$ cat src/rtl/php_pkg.sv
package php_pkg;

	// width of a picture side and of its accumulator (one bit more for saturation)
	localparam int SIDE_BITS = 12;
	localparam int ACC_BITS  = SIDE_BITS + 1;
	localparam int PROD_BITS = ACC_BITS + 4;

	localparam logic [SIDE_BITS-1:0] MAX_SIDE_RESET = SIDE_BITS'(32'd4095);

	// queue depths between the parts
	localparam int QDEPTH    = 2;
	localparam int QPTR_BITS = $clog2(QDEPTH);
	localparam int QCNT_BITS = $clog2(QDEPTH + 1);

	// configuration register map
	localparam int PADDR_BITS = 3;
	localparam logic REG_MAX_SIDE = 1'b0;

	// character codes
	localparam logic [7:0] CH_P_UP   = 8'h50;
	localparam logic [7:0] CH_I_LOW  = 8'h69;
	localparam logic [7:0] CH_C_LOW  = 8'h63;
	localparam logic [7:0] CH_COLON  = 8'h3A;
	localparam logic [7:0] CH_X_LOW  = 8'h78;
	localparam logic [7:0] CH_C_UP   = 8'h43;
	localparam logic [7:0] CH_SEMI   = 8'h3B;
	localparam logic [7:0] CH_ZERO   = 8'h30;
	localparam logic [7:0] CH_NINE   = 8'h39;

	typedef enum logic [3:0] {
		CLS_OTHER,
		CLS_DIGIT,
		CLS_P_UP,
		CLS_I_LOW,
		CLS_C_LOW,
		CLS_COLON,
		CLS_X_LOW,
		CLS_C_UP,
		CLS_SEMI
	} cls_t;

	typedef enum logic [2:0] {
		PH_SEARCH,
		PH_WIDTH,
		PH_HEIGHT,
		PH_TAIL,
		PH_DONE
	} phase_t;

	typedef enum logic [1:0] {
		MK_NONE,
		MK_P,
		MK_PI,
		MK_PIC
	} marker_t;

	typedef struct packed {
		cls_t       cls;
		logic [3:0] digit;
		logic       last;
	} tok_t;

	typedef struct packed {
		logic                 verdict_ready;
		logic                 header_ok;
		logic [SIDE_BITS-1:0] pic_width;
		logic [SIDE_BITS-1:0] pic_height;
		logic                 is_color;
	} result_t;

	// queue handshake between front and back
	typedef struct packed {
		logic push;
		tok_t tok;
	} q_wr_t;

	typedef struct packed {
		logic empty;
		tok_t tok;
	} q_rd_t;

	// append one decimal digit, stopping at max_side + 1
	function automatic logic [ACC_BITS-1:0] sat_digit(
		input logic [ACC_BITS-1:0]  acc,
		input logic [3:0]           digit,
		input logic [SIDE_BITS-1:0] max_side
	);
		logic [ACC_BITS-1:0]  limit;
		logic [PROD_BITS-1:0] next;
		limit = {1'b0, max_side} + ACC_BITS'(1);
		next  = (PROD_BITS'(acc) << 3) + (PROD_BITS'(acc) << 1) + PROD_BITS'(digit);
		return (next > PROD_BITS'(limit)) ? limit : next[ACC_BITS-1:0];
	endfunction

endpackage

$ cat src/rtl/picture_header_parser.sv
// Picture header recogniser for a character stream.
// Input channel: present char_code and end_of_text with push; a transfer
// happens at a rising edge with push high and full low. end_of_text marks
// the last character of a string, after which all parse state clears.
// Result channel: one result per character. While empty is low the oldest
// result sits on verdict_ready, header_ok, pic_width, pic_height and
// is_color; a transfer happens at a rising edge with pop high.
// A character's result passes through the classify register, the queue and
// the parser step into the result buffer before it is presented.
// Throughput: one character per cycle while results are popped, set by the
// parser step (digit times ten plus saturation); the front and back parts
// are joined by a two-entry queue and the results by a two-entry buffer.
// When pop stays low the result buffer fills, the parser holds, the queue
// fills and full rises; nothing is dropped. Reset clears all parse state
// and sets max_side to 4095. max_side is written over the APB port at byte
// address 0; the user must do so while the block is idle (not enforced).
module picture_header_parser
	import php_pkg::*;
(
	input  logic                  clk,
	input  logic                  arst_n,
	input  logic                  push,
	output logic                  full,
	input  logic [7:0]            char_code,
	input  logic                  end_of_text,
	output logic                  empty,
	input  logic                  pop,
	output logic                  verdict_ready,
	output logic                  header_ok,
	output logic [SIDE_BITS-1:0]  pic_width,
	output logic [SIDE_BITS-1:0]  pic_height,
	output logic                  is_color,
	input  logic                  psel,
	input  logic                  penable,
	input  logic                  pwrite,
	input  logic [PADDR_BITS-1:0] paddr,
	input  logic [31:0]           pwdata,
	output logic [31:0]           prdata,
	output logic                  pready
);

	logic [SIDE_BITS-1:0] max_side_q;
	logic                 reg_sel;
	q_wr_t                q_wr;
	q_rd_t                q_rd;
	logic                 q_full;
	logic                 q_pop;
	result_t              res;

	// configuration register: word address taken from paddr[2]
	assign pready  = 1'b1;
	assign reg_sel = (paddr[2] == REG_MAX_SIDE);
	assign prdata  = reg_sel ? 32'(max_side_q) : '0;

	always_ff @(posedge clk or negedge arst_n) begin
		if (!arst_n) begin
			max_side_q <= MAX_SIDE_RESET;
		end else if (psel && penable && pwrite && pready && reg_sel) begin
			max_side_q <= pwdata[SIDE_BITS-1:0];
		end
	end

	// front: accept and classify each character
	php_front u_front (
		.clk         (clk),
		.arst_n      (arst_n),
		.push        (push),
		.full        (full),
		.char_code   (char_code),
		.end_of_text (end_of_text),
		.q_full      (q_full),
		.q_wr        (q_wr)
	);

	// decouple classification from parsing
	php_queue u_queue (
		.clk    (clk),
		.arst_n (arst_n),
		.q_wr   (q_wr),
		.q_full (q_full),
		.q_pop  (q_pop),
		.q_rd   (q_rd)
	);

	// back: advance the parser and buffer its results
	php_back u_back (
		.clk      (clk),
		.arst_n   (arst_n),
		.max_side (max_side_q),
		.q_rd     (q_rd),
		.q_pop    (q_pop),
		.pop      (pop),
		.empty    (empty),
		.res      (res)
	);

	assign verdict_ready = res.verdict_ready;
	assign header_ok     = res.header_ok;
	assign pic_width     = res.pic_width;
	assign pic_height    = res.pic_height;
	assign is_color      = res.is_color;

endmodule

$ cat src/rtl/php_front.sv
module php_front
	import php_pkg::*;
(
	input  logic       clk,
	input  logic       arst_n,
	input  logic       push,
	output logic       full,
	input  logic [7:0] char_code,
	input  logic       end_of_text,
	input  logic       q_full,
	output q_wr_t      q_wr
);

	logic valid_s1;
	tok_t tok_s1;
	tok_t tok_d;
	logic accept;

	// classify the character
	always_comb begin
		tok_d.last  = end_of_text;
		tok_d.digit = 4'(char_code - CH_ZERO);
		if (char_code >= CH_ZERO && char_code <= CH_NINE) begin
			tok_d.cls = CLS_DIGIT;
		end else begin
			case (char_code)
				CH_P_UP:  tok_d.cls = CLS_P_UP;
				CH_I_LOW: tok_d.cls = CLS_I_LOW;
				CH_C_LOW: tok_d.cls = CLS_C_LOW;
				CH_COLON: tok_d.cls = CLS_COLON;
				CH_X_LOW: tok_d.cls = CLS_X_LOW;
				CH_C_UP:  tok_d.cls = CLS_C_UP;
				CH_SEMI:  tok_d.cls = CLS_SEMI;
				default:  tok_d.cls = CLS_OTHER;
			endcase
		end
	end

	assign full        = valid_s1 & q_full;
	assign accept      = push & ~full;
	assign q_wr.push   = valid_s1 & ~q_full;
	assign q_wr.tok    = tok_s1;

	always_ff @(posedge clk or negedge arst_n) begin
		if (!arst_n) begin
			valid_s1 <= 1'b0;
		end else if (accept) begin
			valid_s1 <= 1'b1;
		end else if (q_wr.push) begin
			valid_s1 <= 1'b0;
		end
	end

	always_ff @(posedge clk) begin
		if (accept) begin
			tok_s1 <= tok_d;
		end
	end

endmodule

$ cat src/rtl/php_queue.sv
module php_queue
	import php_pkg::*;
(
	input  logic  clk,
	input  logic  arst_n,
	input  q_wr_t q_wr,
	output logic  q_full,
	input  logic  q_pop,
	output q_rd_t q_rd
);

	tok_t                 mem_q [QDEPTH];
	logic [QPTR_BITS-1:0] wr_ptr_q;
	logic [QPTR_BITS-1:0] rd_ptr_q;
	logic [QCNT_BITS-1:0] count_q;
	logic                 do_push;
	logic                 do_pop;

	assign q_full     = (count_q == QCNT_BITS'(QDEPTH));
	assign q_rd.empty = (count_q == '0);
	assign q_rd.tok   = mem_q[rd_ptr_q];
	assign do_push    = q_wr.push & ~q_full;
	assign do_pop     = q_pop & ~q_rd.empty;

	always_ff @(posedge clk or negedge arst_n) begin
		if (!arst_n) begin
			wr_ptr_q <= '0;
			rd_ptr_q <= '0;
			count_q  <= '0;
		end else begin
			if (do_push) begin
				wr_ptr_q <= (wr_ptr_q == QPTR_BITS'(QDEPTH - 1)) ? '0 : wr_ptr_q + 1'b1;
			end
			if (do_pop) begin
				rd_ptr_q <= (rd_ptr_q == QPTR_BITS'(QDEPTH - 1)) ? '0 : rd_ptr_q + 1'b1;
			end
			case ({do_push, do_pop})
				2'b10:   count_q <= count_q + 1'b1;
				2'b01:   count_q <= count_q - 1'b1;
				default: count_q <= count_q;
			endcase
		end
	end

	always_ff @(posedge clk) begin
		if (do_push) begin
			mem_q[wr_ptr_q] <= q_wr.tok;
		end
	end

endmodule

$ cat src/rtl/php_back.sv
module php_back
	import php_pkg::*;
(
	input  logic                 clk,
	input  logic                 arst_n,
	input  logic [SIDE_BITS-1:0] max_side,
	input  q_rd_t                q_rd,
	output logic                 q_pop,
	input  logic                 pop,
	output logic                 empty,
	output result_t              res
);

	phase_t              phase_q, phase_d;
	marker_t             marker_q, marker_d;
	logic [ACC_BITS-1:0] width_q, width_d;
	logic [ACC_BITS-1:0] height_q, height_d;
	logic                color_q, color_d;

	result_t              res_d;
	result_t              ob_q [QDEPTH];
	logic [QPTR_BITS-1:0] ob_wr_q;
	logic [QPTR_BITS-1:0] ob_rd_q;
	logic [QCNT_BITS-1:0] ob_cnt_q;
	logic                 ob_full;
	logic                 ob_pop;

	tok_t                tok;
	logic                step;
	logic                judge_ok;
	logic [ACC_BITS-1:0] width_add;
	logic [ACC_BITS-1:0] height_add;
	cls_t                expect_cls;

	assign tok     = q_rd.tok;
	assign ob_full = (ob_cnt_q == QCNT_BITS'(QDEPTH));
	assign step    = ~q_rd.empty & ~ob_full;
	assign q_pop   = step;

	assign width_add  = sat_digit(width_q, tok.digit, max_side);
	assign height_add = sat_digit(height_q, tok.digit, max_side);
	assign judge_ok   = (width_q != '0) && (height_q != '0) &&
	                    (width_q <= {1'b0, max_side}) && (height_q <= {1'b0, max_side});

	always_comb begin
		case (marker_q)
			MK_NONE: expect_cls = CLS_P_UP;
			MK_P:    expect_cls = CLS_I_LOW;
			MK_PI:   expect_cls = CLS_C_LOW;
			MK_PIC:  expect_cls = CLS_COLON;
			default: expect_cls = CLS_P_UP;
		endcase
	end

	// next state
	always_comb begin
		phase_d  = phase_q;
		marker_d = marker_q;
		width_d  = width_q;
		height_d = height_q;
		color_d  = color_q;
		case (phase_q)
			PH_SEARCH: begin
				if (tok.cls == expect_cls) begin
					if (marker_q == MK_PIC) begin
						marker_d = MK_NONE;
						phase_d  = PH_WIDTH;
					end else begin
						marker_d = marker_t'(marker_q + 2'd1);
					end
				end else begin
					marker_d = (tok.cls == CLS_P_UP) ? MK_P : MK_NONE;
				end
			end
			PH_WIDTH: begin
				if (tok.cls == CLS_DIGIT) begin
					width_d = width_add;
				end else if (tok.cls == CLS_X_LOW) begin
					phase_d = PH_HEIGHT;
				end else begin
					phase_d = PH_DONE;
				end
			end
			PH_HEIGHT: begin
				if (tok.cls == CLS_DIGIT) begin
					height_d = height_add;
				end else if (tok.cls == CLS_C_UP) begin
					color_d = 1'b1;
					phase_d = PH_TAIL;
				end else begin
					phase_d = PH_DONE;
				end
			end
			PH_TAIL: begin
				phase_d = PH_DONE;
			end
			default: begin
				phase_d = phase_q;
			end
		endcase
		if (tok.last) begin
			phase_d  = PH_SEARCH;
			marker_d = MK_NONE;
			width_d  = '0;
			height_d = '0;
			color_d  = 1'b0;
		end
	end

	// result of this character
	always_comb begin
		res_d = '0;
		case (phase_q)
			PH_WIDTH: begin
				if (tok.cls != CLS_DIGIT && tok.cls != CLS_X_LOW) begin
					res_d.verdict_ready = 1'b1;
				end
			end
			PH_HEIGHT, PH_TAIL: begin
				if (tok.cls == CLS_SEMI) begin
					res_d.verdict_ready = 1'b1;
					res_d.header_ok     = judge_ok;
					res_d.pic_width     = judge_ok ? width_q[SIDE_BITS-1:0] : '0;
					res_d.pic_height    = judge_ok ? height_q[SIDE_BITS-1:0] : '0;
					res_d.is_color      = judge_ok & color_q;
				end else if (phase_q == PH_TAIL ||
				             (tok.cls != CLS_DIGIT && tok.cls != CLS_C_UP)) begin
					res_d.verdict_ready = 1'b1;
				end
			end
			default: begin
				res_d = '0;
			end
		endcase
		if (tok.last && phase_q != PH_DONE) begin
			res_d.verdict_ready = 1'b1;
		end
	end

	always_ff @(posedge clk or negedge arst_n) begin
		if (!arst_n) begin
			phase_q  <= PH_SEARCH;
			marker_q <= MK_NONE;
			width_q  <= '0;
			height_q <= '0;
			color_q  <= 1'b0;
		end else if (step) begin
			phase_q  <= phase_d;
			marker_q <= marker_d;
			width_q  <= width_d;
			height_q <= height_d;
			color_q  <= color_d;
		end
	end

	// result buffer
	assign empty  = (ob_cnt_q == '0);
	assign res    = ob_q[ob_rd_q];
	assign ob_pop = pop & ~empty;

	always_ff @(posedge clk or negedge arst_n) begin
		if (!arst_n) begin
			ob_wr_q  <= '0;
			ob_rd_q  <= '0;
			ob_cnt_q <= '0;
		end else begin
			if (step) begin
				ob_wr_q <= (ob_wr_q == QPTR_BITS'(QDEPTH - 1)) ? '0 : ob_wr_q + 1'b1;
			end
			if (ob_pop) begin
				ob_rd_q <= (ob_rd_q == QPTR_BITS'(QDEPTH - 1)) ? '0 : ob_rd_q + 1'b1;
			end
			case ({step, ob_pop})
				2'b10:   ob_cnt_q <= ob_cnt_q + 1'b1;
				2'b01:   ob_cnt_q <= ob_cnt_q - 1'b1;
				default: ob_cnt_q <= ob_cnt_q;
			endcase
		end
	end

	always_ff @(posedge clk) begin
		if (step) begin
			ob_q[ob_wr_q] <= res_d;
		end
	end

endmodule
$ cat config.mk
export PLATFORM = sky130hd
export DESIGN_NAME = picture_header_parser
export DESIGN_NICKNAME = d
export VERILOG_FILES = /design/src/rtl/php_pkg.sv /design/src/rtl/picture_header_parser.sv /design/src/rtl/php_front.sv /design/src/rtl/php_queue.sv /design/src/rtl/php_back.sv
export SDC_FILE = /design/constraint.sdc
export NUM_CORES = 1
export LEC_CHECK = 0
export BUFFER_PORTS_ARGS = -buffer_cell sky130_fd_sc_hd__buf_2
export CORE_AREA = 4 4 208 189
export CTS_CLUSTER_DIAMETER = 40
export DETAILED_ROUTE_END_ITERATION = 10
export DIE_AREA = 0 0 212 193
export GPL_ROUTABILITY_DRIVEN = 0
export GPL_TIMING_DRIVEN = 0
export REMOVE_ABC_BUFFERS = 1
export SETUP_SLACK_MARGIN = 0.02
export SLEW_MARGIN = 20
export SYNTH_ARGS = -nofsm -noshare
export SYNTH_HDL_FRONTEND = slang
export SYNTH_HIERARCHICAL = 1
export SYNTH_SLANG_ARGS = --single-unit
$ cat constraint.sdc
create_clock -name clk -period 5.6 [get_ports clk]
set_input_delay 1.12 -clock clk [delete_from_list [all_inputs] [get_ports clk]]
set_output_delay 1.12 -clock clk [all_outputs]
set_load 0.01 [all_outputs]
==> flow_summary_export.csv <==
group,metric,value,unit
global_route,grtUsageMet2,0.1623,
timing,tightest_slew,960.7,ps
clock_tree,cts_buffers,17,
timing,setup_viol_count_final,0,
detailed_routing,wl_per_cell,15.71,um
clock_tree,cts_tree,"built",
global_route,overflow,0,
floorplanning,core-area,37140,sq um
detailed_routing,drt-total-wl,22.60,mm
floorplanning,ios,113,
logic_synthesis,ys_seq_elements,134,
logic_synthesis,syn_area_per_cell,10.52,sq um
floorplanning,dieArea,40920,sq um
logic_synthesis,synthCells,874,
clock_tree,clkSlewWorstSetupHoldPaths,60,ps
timing,final_hold_viol_count,0,
timing,finClkSkew,18.33,ps
floorplanning,die_h,193,um
timing,finalCritPeriodShare,0.9313,
global_route,grt_pass1_wl,35.76,mm
finish,mostFrequentLayoutCells,"ha_1 (106), edfxtp_1 (81), inv_1 (69)",
global_route,use_met3,0.02233,
detailed_routing,first_pass_iters,5,
worst_hold_path,whs_endpoint,"u_queue/mem_q[1][2]",
critical_path,crit_required,5910,ps
floorplanning,initial_core_util,0.2476,
placement,hpwl,17.16,mm
clock_tree,cts-root-buf,"clkbuf_16",
floorplanning,die_w,212,um
global_route,grt_start_max_net_pins,54,
worst_hold_path,min_from,"u_front/q_wr[2]",
logic_synthesis,yosysSeqAreaShare,0.4104,
detailed_routing,detailedRoute.firstIterationViolations,395,
finish,nNetsFinal,1103,
flow_run,drv_cap,0,
finish,multi_input_area,5014,sq um
floorplanning,placementRows,67,
critical_path,path_common_cell,"a21oi_1",
worst_hold_path,min_path_type,"flip-flop to flip-flop",
detailed_routing,postRouteAntennaNets,0,
finish,area_growth,15.68,%
critical_path,slowest_stage,"or4_4",
finish,drive_gt1_frac,0.1958,
critical_path,crit_chain,"mux2_1 -> inv_1 -> fa_1 -> inv_1 -> ha_1 -> a21oi_1 -> nor2_1 -> or4_4 -> a31o_2 -> a21oi_1 -> xnor2_1 -> ha_1 -> a21o_1 -> a21oi_1 -> nand2_1 -> o21ai_1 -> nand3_2 -> or3_1 -> a32o_1",
logic_synthesis,async_reset_ff_frac,0.3955,
detailed_routing,via_per_inst,4.734,
clock_tree,clockBufferDepth,2,
critical_path,crit_type,"flip-flop to flip-flop",
detailed_routing,vias,6808,
timing,rsz0062_at_grt,"false",
finish,final_common_cell,"ha_1",
critical_path,max_stage_delay,530,ps
global_route,grt_pass1_vias,6651,
global_route,track_usage,0.1109,
logic_synthesis,synth_ff_type,"edfxtp_1",
logic_synthesis,yosysWarnings,6,
power,p_leak,4.657,nW
timing,tns,0,ps
timing,timing.fmax,191.7,MHz
worst_hold_path,whs_path_depth,0,
critical_path,crit_fanout,9,
finish,design_area,10640,sq um
global_route,grtUsageMet1,0.1648,
critical_path,ff2ff_setup_slack,380,ps
power,power.density,391.8,nW/um^2
critical_path,cp-start-kind,"flip-flop",
finish,fill_cells,3866,
critical_path,worstSetupEndpointType,"flip-flop",
timing,report.final.slew_viol_count,0,
timing,relSlewSlack,0.3577,
critical_path,critPathArrivalTime,5530,ps
global_route,antenna_found_initial,0,
placement,io_buffers,69,
critical_path,reg2regPathDepth,19,
logic_synthesis,ys_types,76,
clock_tree,cts.sinks,134,
power,ir_drop,0.1648,mV
logic_synthesis,synth_area,9195,sq um
logic_synthesis,synth.area.top_cells,"edfxtp_1 (26%), ha_1 (14%), dfrtp_1 (11%), mux2_2 (3.7%), dfstp_2 (3.4%)",
critical_path,r2r-start,"u_queue/rd_ptr_q",
finish,seq_area,3776,sq um
critical_path,worstReg2RegEnd,"u_back/width_q[3]",
timing,period_needed,5216,ps
logic_synthesis,yosys.area.top_type,"edfxtp_1",
status,status,"complete, no violations",
logic_synthesis,synth_edf_count,81,
clock_tree,h-tree-depth,4,
finish,diodes,0,
global_route,busiest_layer,"met1",
placement,placed_area,10020,sq um
logic_synthesis,synth_top_area_share,0.2645,
detailed_routing,drc,0,
clock_tree,clock_latency,440,ps
metrics by stage:
step / power [mW] / hold WS (ps) / worst slack [ps] / util / cells
finish: 4.167 / 446.3 / 384.5 / 0.2864 / 1438
global route: 4.466 / 460.8 / 88.93 / 0.2864 / 1438
CTS: 4.209 / 448.7 / 111.8 / 0.2848 / 1434
detailed placement: 3.107 / 434.6 / 18.87 / 0.2698 / 1402
global placement: 3.051 / 426.9 / -34.41 / 0.2679 / 1398
floorplan: 2.563 / 421.5 / 849.6 / - / 846
cell usage after synthesis, types with 26 or more instances:
cell type,instances
ha_1,106
edfxtp_1,81
inv_1,69
nand2_1,51
dfrtp_1,41
nor2_1,41
a21oi_1,37
nor4_1,34
o21ai_0,32
mux2_2,30
xnor2_1,28
nor2b_1,26
registers in the layout, indices dropped and copies added, names as in the netlist:
| signal | count |
|---|---|
| u_queue/mem_q | 18 |
| u_back/ob_wr_q | 1 |
| u_back/height_q | 13 |
| u_queue/wr_ptr_q | 1 |
| u_back/phase_q | 3 |
| u_front/q_wr | 9 |
| max_side_q | 12 |
| u_front/valid_s1 | 1 |
| u_back/ob_cnt_q | 2 |
| u_back/marker_q | 2 |
| u_back/ob_rd_q | 1 |
| u_back/color_q | 1 |
| u_queue/rd_ptr_q | 1 |
| u_back/ob_q | 54 |
| u_back/width_q | 13 |
| u_queue/count_q | 2 |
area by class of cell:
cell class,count,area share
Multi-Input combinational cell,643,0.4714
Sequential cell,134,0.3550
Tap cell,483,0.05682
Timing Repair Buffer,77,0.04023
Clock buffer,17,0.04000
Inverter,69,0.02435
Clock inverter,15,0.01223
how the worst max path moves through the flow:
stage	startpoint	end	slack, ps	depth (start not counted)
floorplan	u_queue/rd_ptr_q	u_back/width_q[3]	850	19
global placement	u_queue/rd_ptr_q	u_back/width_q[1]	-30	19
detailed placement	u_queue/rd_ptr_q	u_back/width_q[1]	20	19
global route	u_queue/rd_ptr_q	u_back/width_q[3]	90	19
CTS	u_queue/rd_ptr_q	u_back/width_q[1]	110	19
finish	u_queue/rd_ptr_q	u_back/width_q[3]	380	19
worst max-delay path: cells and delay by family, from the launching register on:
family / cells / cell delay [ps]
adder cells (fa/ha/maj): 3 / 960
XOR/XNOR: 1 / 190
AO/OA/AOI/OAI: 7 / 1540
AND/OR/NAND/NOR: 5 / 1360
multiplexers: 1 / 320
buffers and inverters: 2 / 280
flip-flops: 1 / 460
routing by layer:
layer	vias to the layer above	routed length (um)	share of wire
met5	-	0	0
met2	212	9415	0.42
met3	26	1496	0.066
met4	0	320	0.014
li1	3342	-	-
met1	3228	11370	0.50
cell families (layout without fill, tap and decap cells):
family / Yosys count / in the layout / share of synthesized area
AOI/OAI and AO/OA: 164 / 164 / 0.1195
adders and majority gates: 110 / 110 / 0.1529
and+or+nand+nor: 252 / 252 / 0.1480
xor gates and xnor gates: 38 / 38 / 0.03620
other: 2 / 21 / 0.0008167
muxes: 58 / 58 / 0.07484
buffers and inverters: 116 / 178 / 0.05729
DFF: 134 / 134 / 0.4104
power by group:
part / internal, mW / leakage, nW / switching, mW
combinational: 0.638 / 2.93 / 0.857
sequential: 1.42 / 1.46 / 0.187
clock: 0.584 / 0.271 / 0.483
total: 2.64 / 4.66 / 1.53
what timing repair did:
action / CTS / global route
hold buffers: 0 / 0
pin swaps: 0 / 1
endpoints found under the setup margin: 3 / 26
gates resized for setup: 1 / 7
setup buffers: 0 / 4
Note: power is estimated with default switching activity, not from simulation.
